$ cat config.mk
export PLATFORM = sky130hd
export DESIGN_NAME = json_syntax_stream_validator_unit
export DESIGN_NICKNAME = d
export VERILOG_FILES = /design/src/rtl/jsv_pkg.sv /design/src/rtl/json_syntax_stream_validator_unit.sv
export SDC_FILE = /design/constraint.sdc
export NUM_CORES = 1
export LEC_CHECK = 0
export ABC_AREA = 1
export ABC_CLOCK_PERIOD_IN_PS = 5940
export BUFFER_PORTS_ARGS = -buffer_cell sky130_fd_sc_hd__buf_2
export CAP_MARGIN = 10
export CORE_UTILIZATION = 34
export DETAILED_ROUTE_END_ITERATION = 12
export SYNTH_ARGS = -nofsm -noshare
export SYNTH_HDL_FRONTEND = slang
export SYNTH_SLANG_ARGS = --single-unit
$ cat constraint.sdc
create_clock -name clock -period 5.94 [get_ports clock]
set_clock_uncertainty 0.15 [all_clocks]
set_input_delay 0.297 -clock clock [delete_from_list [all_inputs] [get_ports clock]]
set_output_delay 0.297 -clock clock [all_outputs]
set_load 0.005 [all_outputs]
$ cat src/rtl/jsv_pkg.sv
`timescale 1ns / 1ps
package jsv_pkg;

   localparam int MAX_DEPTH = 64;
   localparam int CNT_W = $clog2(MAX_DEPTH + 1);
   localparam int ADDR_W = (MAX_DEPTH > 1) ? $clog2(MAX_DEPTH) : 1;

   localparam logic [1:0] OP_FEED = 2'd0;
   localparam logic [1:0] OP_PROBE = 2'd1;
   localparam logic [1:0] OP_RESTART = 2'd2;

   localparam logic [1:0] SK_NONE = 2'd0;
   localparam logic [1:0] SK_STRING = 2'd1;
   localparam logic [1:0] SK_NUMBER = 2'd2;
   localparam logic [1:0] SK_LITERAL = 2'd3;

   // Number lexer states.
   localparam logic [2:0] NUM_SIGN = 3'd0;
   localparam logic [2:0] NUM_ZERO = 3'd1;
   localparam logic [2:0] NUM_INT = 3'd2;
   localparam logic [2:0] NUM_DOT = 3'd3;
   localparam logic [2:0] NUM_FRAC = 3'd4;
   localparam logic [2:0] NUM_EXP = 3'd5;
   localparam logic [2:0] NUM_EXP_SIGN = 3'd6;
   localparam logic [2:0] NUM_EXP_DIG = 3'd7;

   localparam logic [15:0] SURR_LO = 16'hd800;
   localparam logic [15:0] SURR_HI = 16'hdfff;
   localparam logic [7:0] CTRL_LIMIT = 8'h20;

   // Frame: bit0 kind (0 object, 1 array), bits 2..1 expectation, bit3 close allowed.
   typedef logic [3:0] frame_type;

   typedef struct packed {
      logic [CNT_W-1:0] cnt;
      frame_type top;
      frame_type below;
      logic [1:0] kind;
      logic key;
      logic esc;
      logic [2:0] hex;
      logic [15:0] acc;
      logic [2:0] num;
      logic [1:0] lsel;
      logic [2:0] lpos;
      logic root;
      logic done;
   } vst_type;

   typedef struct packed {
      logic ok;
      logic ovf;
      logic push;
      vst_type s;
   } vres_type;

   function automatic logic [7:0] lit_char(input logic [1:0] sel, input logic [2:0] pos);
      logic [7:0] ch;
      ch = 8'h00;
      case (sel)
         2'd0: begin
            case (pos)
               3'd0: ch = "t";
               3'd1: ch = "r";
               3'd2: ch = "u";
               3'd3: ch = "e";
               default: ch = 8'h00;
            endcase
         end
         2'd1: begin
            case (pos)
               3'd0: ch = "f";
               3'd1: ch = "a";
               3'd2: ch = "l";
               3'd3: ch = "s";
               3'd4: ch = "e";
               default: ch = 8'h00;
            endcase
         end
         2'd2: begin
            case (pos)
               3'd0: ch = "n";
               3'd1: ch = "u";
               3'd2: ch = "l";
               3'd3: ch = "l";
               default: ch = 8'h00;
            endcase
         end
         default: ch = 8'h00;
      endcase
      return ch;
   endfunction

   function automatic logic [2:0] lit_len(input logic [1:0] sel);
      return (sel == 2'd1) ? 3'd5 : 3'd4;
   endfunction

endpackage

$ cat src/rtl/json_syntax_stream_validator_unit.sv
`timescale 1ns / 1ps
// Channel   | Direction | Beat contents
// req       | in        | opcode, data_byte
// rsp       | out       | accepted, doc_complete, nesting_level, depth_overflow
// csr (APB) | in/out    | register 0: root_must_be_object
//
// One beat is accepted per cycle while req_ready is high; its verdict is registered for rsp.
// The rate is set by the read-modify-write of the frame held on top of the stack, in st_ff;
// the frame below it is prefetched from the stack memory every cycle.
// Reset is synchronous and clears all control state; the stack memory is not cleared.
// A two-entry output stage (result register plus skid) absorbs one more beat while rsp
// stalls; req_ready drops once both entries are full and rises again when rsp drains.
module json_syntax_stream_validator_unit
   import jsv_pkg::*;
(
   input  logic        clock,
   input  logic        reset,
   input  logic        req_valid,
   output logic        req_ready,
   input  logic [1:0]  req_opcode,
   input  logic [7:0]  req_data_byte,
   output logic        rsp_valid,
   input  logic        rsp_ready,
   output logic        rsp_accepted,
   output logic        rsp_doc_complete,
   output logic [6:0]  rsp_nesting_level,
   output logic        rsp_depth_overflow,
   input  logic        psel,
   input  logic        penable,
   input  logic        pwrite,
   input  logic [2:0]  paddr,
   input  logic [31:0] pwdata,
   output logic [31:0] prdata,
   output logic        pready
);

   typedef struct packed {
      logic ok;
      logic done;
      logic [6:0] lvl;
      logic ovf;
   } rsp_type;

   // Stack memory holds every open frame except the top one, which lives in st_ff.
   frame_type mem [MAX_DEPTH];
   frame_type rd_ff;

   vst_type st_ff, st_in;
   logic rmo_ff;
   rsp_type out_ff, skid_ff, res;
   logic out_v_ff, skid_v_ff;

   logic acc, take, mem_we;
   logic [ADDR_W-1:0] wr_addr, rd_addr;
   vres_type fr;

   function automatic logic is_ws(input logic [7:0] c);
      return c == " " || c == 8'h09 || c == 8'h0a || c == 8'h0d;
   endfunction

   function automatic logic is_dig(input logic [7:0] c);
      return c >= "0" && c <= "9";
   endfunction

   function automatic vst_type clr(input vst_type s);
      vst_type t;
      t = s;
      t.kind = SK_NONE; t.key = 1'b0; t.esc = 1'b0; t.hex = 3'd0;
      t.acc = 16'd0; t.num = NUM_SIGN; t.lsel = 2'd0; t.lpos = 3'd0;
      return t;
   endfunction

   function automatic vres_type fail(input vst_type s);
      vres_type r;
      r.ok = 1'b0; r.ovf = 1'b0; r.push = 1'b0; r.s = s;
      return r;
   endfunction

   function automatic vres_type pass(input vst_type s);
      vres_type r;
      r.ok = 1'b1; r.ovf = 1'b0; r.push = 1'b0; r.s = s;
      return r;
   endfunction

   function automatic vres_type f_complete(input vst_type s);
      vst_type t;
      vres_type r;
      t = s;
      r = pass(t);
      if (t.cnt == '0) begin
         r.s.done = 1'b1;
      end else if (!t.top[0]) begin
         if (t.top[2:1] != 2'd2) r.ok = 1'b0;
         else r.s.top = {t.top[3], 2'd3, 1'b0};
      end else begin
         if (t.top[2:1] != 2'd0) r.ok = 1'b0;
         else r.s.top = {t.top[3], 2'd1, 1'b1};
      end
      return r;
   endfunction

   function automatic vres_type f_pop(input vst_type s);
      vst_type t;
      t = s;
      t.cnt = s.cnt - 1'b1;
      t.top = s.below;
      return f_complete(t);
   endfunction

   function automatic vres_type f_finish(input vst_type s);
      vst_type t;
      vres_type r;
      t = s;
      r = fail(s);
      if (s.kind != SK_NONE) begin
         if (s.key) begin
            if (s.cnt != '0 && !s.top[0] && s.top[2:1] == 2'd0) begin
               t = clr(s);
               t.top = {s.top[3], 2'd1, 1'b0};
               r = pass(t);
            end
         end else begin
            t = clr(s);
            if (t.cnt == '0) begin
               t.done = 1'b1;
               r = pass(t);
            end else begin
               r = f_complete(t);
            end
         end
      end
      return r;
   endfunction

   function automatic vres_type f_start(input vst_type s, input logic [7:0] c,
                                        input logic rmo);
      vst_type t;
      vres_type r;
      t = s;
      r = fail(s);
      if (!(s.cnt == '0 && !s.root && rmo && c != "{")) begin
         if (s.cnt == '0) t.root = 1'b1;
         if (c == "{" || c == "[") begin
            if (s.cnt >= CNT_W'(MAX_DEPTH)) begin
               r.ovf = 1'b1;
            end else begin
               t.below = s.top;
               t.top = {1'b1, 2'd0, c == "["};
               t.cnt = s.cnt + 1'b1;
               r = pass(t);
               r.push = s.cnt != '0;
            end
         end else begin
            t = clr(t);
            if (c == "\"") begin
               t.kind = SK_STRING;
               r = pass(t);
            end else if (c == "-" || is_dig(c)) begin
               t.kind = SK_NUMBER;
               t.num = (c == "-") ? NUM_SIGN : ((c == "0") ? NUM_ZERO : NUM_INT);
               r = pass(t);
            end else if (c == "t" || c == "f" || c == "n") begin
               t.kind = SK_LITERAL;
               t.lsel = (c == "t") ? 2'd0 : ((c == "f") ? 2'd1 : 2'd2);
               t.lpos = 3'd1;
               r = pass(t);
            end
         end
      end
      return r;
   endfunction

   // Byte handled by the container context (no scalar active).
   function automatic vres_type f_ctx(input vst_type s, input logic [7:0] c,
                                      input logic rmo);
      vst_type t;
      vres_type r;
      t = s;
      r = fail(s);
      if (s.done) begin
         r.ok = is_ws(c);
      end else if (s.cnt == '0) begin
         if (!s.root) begin
            if (is_ws(c)) r = pass(s);
            else r = f_start(s, c, rmo);
         end
      end else if (is_ws(c)) begin
         r = pass(s);
      end else if (!s.top[0]) begin
         case (s.top[2:1])
            2'd0: begin
               if (c == "\"") begin
                  t = clr(s);
                  t.kind = SK_STRING;
                  t.key = 1'b1;
                  r = pass(t);
               end else if (c == "}" && s.top[3]) begin
                  r = f_pop(s);
               end
            end
            2'd1: begin
               if (c == ":") begin
                  t.top = {s.top[3], 2'd2, 1'b0};
                  r = pass(t);
               end
            end
            2'd2: r = f_start(s, c, rmo);
            default: begin
               if (c == ",") begin
                  t.top = 4'b0000;
                  r = pass(t);
               end else if (c == "}") begin
                  r = f_pop(s);
               end
            end
         endcase
      end else begin
         if (s.top[2:1] == 2'd0) begin
            if (c == "]") begin
               if (s.top[3]) r = f_pop(s);
            end else begin
               r = f_start(s, c, rmo);
            end
         end else if (s.top[2:1] == 2'd1) begin
            if (c == ",") begin
               t.top = 4'b0001;
               r = pass(t);
            end else if (c == "]") begin
               r = f_pop(s);
            end
         end
      end
      return r;
   endfunction

   function automatic vres_type f_feed(input vst_type s, input logic [7:0] c,
                                       input logic rmo);
      vst_type t;
      vres_type r;
      logic hv;
      logic [3:0] hd;
      logic [15:0] an;
      t = s;
      r = fail(s);
      hv = 1'b1;
      hd = 4'd0;
      an = 16'd0;
      if (s.done) begin
         r.ok = is_ws(c);
      end else if (s.kind == SK_STRING) begin
         if (s.hex != 3'd0) begin
            if (is_dig(c)) hd = c[3:0];
            else if ((c >= "a" && c <= "f") || (c >= "A" && c <= "F")) hd = c[3:0] + 4'd9;
            else hv = 1'b0;
            an = {s.acc[11:0], hd};
            if (hv) begin
               t.acc = an;
               t.hex = s.hex - 3'd1;
               if (t.hex == 3'd0) begin
                  t.acc = 16'd0;
                  if (!(an >= SURR_LO && an <= SURR_HI)) r = pass(t);
               end else begin
                  r = pass(t);
               end
            end
         end else if (s.esc) begin
            t.esc = 1'b0;
            if (c == "\"" || c == "\\" || c == "/" || c == "b" || c == "f" ||
                c == "n" || c == "r" || c == "t") begin
               r = pass(t);
            end else if (c == "u") begin
               t.hex = 3'd4;
               t.acc = 16'd0;
               r = pass(t);
            end
         end else if (c == "\"") begin
            r = f_finish(s);
         end else if (c == "\\") begin
            t.esc = 1'b1;
            r = pass(t);
         end else if (c >= CTRL_LIMIT) begin
            r = pass(s);
         end
      end else if (s.kind == SK_LITERAL) begin
         if (s.lsel != 2'd3 && s.lpos < lit_len(s.lsel) && c == lit_char(s.lsel, s.lpos)) begin
            t.lpos = s.lpos + 3'd1;
            if (t.lpos == lit_len(s.lsel)) r = f_finish(t);
            else r = pass(t);
         end
      end else if (s.kind == SK_NUMBER) begin
         case (s.num)
            NUM_SIGN: begin
               if (c == "0") begin
                  t.num = NUM_ZERO; r = pass(t);
               end else if (c >= "1" && c <= "9") begin
                  t.num = NUM_INT; r = pass(t);
               end
            end
            NUM_DOT: begin
               if (is_dig(c)) begin
                  t.num = NUM_FRAC; r = pass(t);
               end
            end
            NUM_EXP: begin
               if (c == "+" || c == "-") begin
                  t.num = NUM_EXP_SIGN; r = pass(t);
               end else if (is_dig(c)) begin
                  t.num = NUM_EXP_DIG; r = pass(t);
               end
            end
            NUM_EXP_SIGN: begin
               if (is_dig(c)) begin
                  t.num = NUM_EXP_DIG; r = pass(t);
               end
            end
            default: begin
               if (is_dig(c) && s.num != NUM_ZERO) begin
                  r = pass(s);
               end else if (c == "." && (s.num == NUM_ZERO || s.num == NUM_INT)) begin
                  t.num = NUM_DOT; r = pass(t);
               end else if ((c == "e" || c == "E") && s.num != NUM_EXP_DIG) begin
                  t.num = NUM_EXP; r = pass(t);
               end else if ((is_ws(c) || c == "," || c == "}" || c == "]")) begin
                  // A delimiter ends the number and is then handled by the context.
                  r = f_finish(s);
                  if (r.ok) r = f_ctx(r.s, c, rmo);
               end
            end
         endcase
      end else begin
         r = f_ctx(s, c, rmo);
      end
      return r;
   endfunction

   assign req_ready = !skid_v_ff;
   assign acc = req_valid && req_ready;
   assign take = out_v_ff && rsp_ready;

   always_comb begin
      vst_type cur;
      cur = st_ff;
      cur.below = rd_ff;
      fr = f_feed(cur, req_data_byte, rmo_ff);
      st_in = st_ff;
      mem_we = 1'b0;
      res.ok = fr.ok;
      res.ovf = fr.ovf;
      if (acc) begin
         if (req_opcode == OP_RESTART) begin
            st_in = '0;
            res.ok = 1'b1;
            res.ovf = 1'b0;
         end else if (req_opcode == OP_FEED && fr.ok) begin
            st_in = fr.s;
            mem_we = fr.push;
         end
      end
      res.done = st_in.done || (st_in.root && st_in.cnt == '0 && st_in.kind == SK_NUMBER &&
                 (st_in.num == NUM_ZERO || st_in.num == NUM_INT ||
                  st_in.num == NUM_FRAC || st_in.num == NUM_EXP_DIG));
      res.lvl = 7'(st_in.cnt);
   end

   // The old top goes to slot cnt-1; the frame below the next top sits at slot cnt_in-2.
   assign wr_addr = ADDR_W'(st_ff.cnt - 1'b1);
   assign rd_addr = ADDR_W'(st_in.cnt - 2'd2);

   always_ff @(posedge clock) begin
      if (mem_we) mem[wr_addr] <= st_ff.top;
      if (mem_we && wr_addr == rd_addr) rd_ff <= st_ff.top;
      else rd_ff <= mem[rd_addr];
   end

   always_ff @(posedge clock) begin
      if (reset) begin
         st_ff <= '0;
         rmo_ff <= 1'b0;
         out_v_ff <= 1'b0;
         skid_v_ff <= 1'b0;
      end else begin
         st_ff <= st_in;
         if (psel && penable && pwrite && paddr == 3'd0) rmo_ff <= pwdata[0];
         if (!out_v_ff || take) begin
            out_v_ff <= skid_v_ff || acc;
            skid_v_ff <= 1'b0;
         end else if (acc) begin
            skid_v_ff <= 1'b1;
         end
      end
   end

   always_ff @(posedge clock) begin
      if (!out_v_ff || take) begin
         out_ff <= skid_v_ff ? skid_ff : res;
      end else if (acc) begin
         skid_ff <= res;
      end
   end

   assign rsp_valid = out_v_ff;
   assign rsp_accepted = out_ff.ok;
   assign rsp_doc_complete = out_ff.done;
   assign rsp_nesting_level = out_ff.lvl;
   assign rsp_depth_overflow = out_ff.ovf;

   assign pready = 1'b1;
   assign prdata = (paddr == 3'd0) ? {31'd0, rmo_ff} : 32'd0;

endmodule
==> results.py <==
metrics = {
    "outcome": {
        "outcome": "completed",
    },
    "layout": {
        "layout-drive-gt1-share": 0.0881,
        "antenna_cells": 0,
        "area_growth_pct": 10.7,
        "nets": 2565,
        "stdcell_area_sq_um": 22000,
        "final_cell_mix": "nand2_1, nand3_1, nor2_1",
        "layout_commonest_cell": "nand2_1",
    },
    "detailed_routing": {
        "vias_per_cell": 5.58,
        "ant_nets": 0,
        "drt_pre_antenna_iters": 6,
        "drt_iter0_drc": 1706,
        "wire_per_inst_microns": 21.1,
        "vias": 18300,
        "route.detailed.drc": 0,
        "drt-total-wl_mm": 69.2,
    },
    "logic_synthesis": {
        "synth_flop_cell": "edfxtp_1",
        "yosys_warnings": 0,
        "synth_cells": 2485,
        "synth.distinct_cells": 68,
        "async_flop_share": 0,
        "ys_ff_latch": 325,
        "syn_area_per_cell_sq_um": 7.99,
        "seq_area_frac_synth": 0.467,
        "netlist_area_sq_um": 19900,
        "synth-edff-count": 276,
    },
    "worst_setup_path": {
        "end_kind": "register",
        "path_class": "register to register",
        "crit_family": "simple AND/OR/NAND/NOR gates",
        "path_common_cell": "nand2_1",
        "cp.buffers_inverters": 6,
        "max_stage_delay_ps": 450,
        "cp.required_ps": 6200,
        "cp-start-kind": "register",
        "crit_arrival_ps": 5650,
        "worstPathMaxFanout": 21,
        "slowest_stage": "nor2_1",
    },
    "place": {
        "place_area_sq_um": 20800,
        "dp_hpwl_mm": 47.3,
        "gp_congestion": 0.996,
        "io_buffer_count": 33,
    },
    "timing": {
        "slew_headroom": 0.369,
        "setup_viol_count_final": 0,
        "worstMarginPinSlew_ps": 946,
        "drv_slew": 0,
        "hold_viol_final": 0,
        "rsz0062_at_grt": "no",
        "layout_min_cycle_time_ps": 5390,
        "post-route-period-util": 0.907,
        "setup_tns_ps": 0,
        "fmax_mhz": 186,
    },
    "cts": {
        "numCtsBuffers": 36,
        "insertion_delay_ps": 560,
        "htreeDepth": 2,
        "clkTransAtPathRegs_ps": 70,
        "cts_root_buffer": "clkbuf_16",
        "cts_sinks": 325,
        "cts_repair_resize_count": 0,
        "tritoncts": "yes",
        "clk_path_buf_depth": 3,
    },
    "power": {
        "p_per_area_nw_per_um2": 263,
        "p_leak_uw": 0.00849,
        "finalPower_uw": 5770,
        "ir_drop_mv": 0.202,
    },
    "floorplan": {
        "start_util": 0.344,
        "ios": 97,
        "row_count": 88,
        "die_w_microns": 244,
        "die_area_sq_um": 59400,
        "core_area_sq_um": 57700,
        "fp.dieH_microns": 244,
    },
    "global_route": {
        "overflow": 0,
        "grt_util_all_layers": 0.229,
        "grt_pass1_vias": 17600,
        "grt_pass1_wl_mm": 106,
        "grt_max_degree": 129,
        "antenna_found_initial": 0,
    },
    "worst_hold_path": {
        "min_path_type": "input port to register",
    },
    "run": {
        "cap_violations": 0,
    },
}
## flip-flops by register name (all words and copies together) (netlist names), named ones only
name                count
skid_v_ff               1
rsp_nesting_level       7
rmo_ff                  1
mem                   256
skid_ff                10
rsp_valid               1
st_ff                  40
rsp_accepted            1
rsp_depth_overflow      1
rsp_doc_complete        1
## report_power, final
group | internal, uW | total, uW | switching, uW | leakage (uW)
clock | 1300 | 2200 | 900 | 0.000556
sequential | 2510 | 2550 | 38.4 | 0.00297
combinational | 277 | 1020 | 746 | 0.00496
total | 4090 | 5770 | 1680 | 0.00849
## per-layer routing
metal / wire, microns / global-route usage / up-vias
met1: 28100 / 0.290 / 8708
met3: 4980 / 0.0344 / 201
li1: - / - / 8581
met5: 0 / 0 / -
met4: 3270 / 0.106 / 0
met2: 32800 / 0.384 / 825
## synth_stat cells, types with 17 or more instances
master	instances	area share
a211oi_1	26	0.0098
a21oi_1	73	0.018
buf_2	34	0.0086
buf_4	40	0.015
clkbuf_1	69	0.013
dfxtp_1	49	0.049
edfxtp_1	276	0.42
ha_1	18	0.011
inv_1	198	0.037
nand2_1	578	0.11
nand3_1	289	0.073
nand4_1	27	0.0085
nor2_1	278	0.053
nor3_1	44	0.011
nor4_1	17	0.0054
o211ai_1	25	0.0094
o21ai_0	176	0.044
o22ai_1	51	0.016
## path summary, 6_finish.rpt
| kind | endpoint | cells after the start | from | slack, ps |
|---|---|---|---|---|
| max | register | 40 | st_ff[41] | 550 |
| min reg2reg | st_ff[15] | 2 | st_ff[15] | 350 |
| min | st_ff[1] | 3 | reset | 120 |
| max reg2reg | register | 40 | st_ff[41] | 550 |
## cell families after synthesis
logic type,after synthesis,synth area share
buffers and inverters,386,0.0872
other,2,0.000378
adder cells (fa/ha/maj),18,0.0113
XOR/XNOR,19,0.00876
AND/OR/NAND/NOR,1278,0.284
flip-flops,325,0.467
AO/OA/AOI/OAI,457,0.141
## worst min-delay path: cells and delay by family
kind	cells	cell delay (ps)
AND/OR/NAND/NOR	1	140
buffers and inverters	2	340
## timing repair
action                                 4_1_cts  5_1_grt
setup buffers                                0        0
hold buffers                                 4        0
endpoints found under the hold margin        3        0
## stage by stage
| stage | std cells | hold slack (ps) | setup slack (ps) | utilization |
|---|---|---|---|---|
| after global routing | 3285 | 147 | 103 | 0.381 |
| after floorplan | 2515 | 294 | 1420 | - |
| after global placement | 3218 | 310 | 726 | 0.360 |
| after detailed placement | 3218 | 332 | 676 | 0.360 |
| after CTS | 3285 | 114 | 645 | 0.381 |
| final | 3285 | 124 | 553 | 0.381 |
## final cells by class
type	instances	area, sq um
fill	5949	35700
sequential	325	9280
multi-input combinational	1804	8970
clock buffer	47	985
tap	765	957
inverter	225	861
timing repair buffer	103	763
clock inverter	16	171
Power figures use the tool's default switching activity.
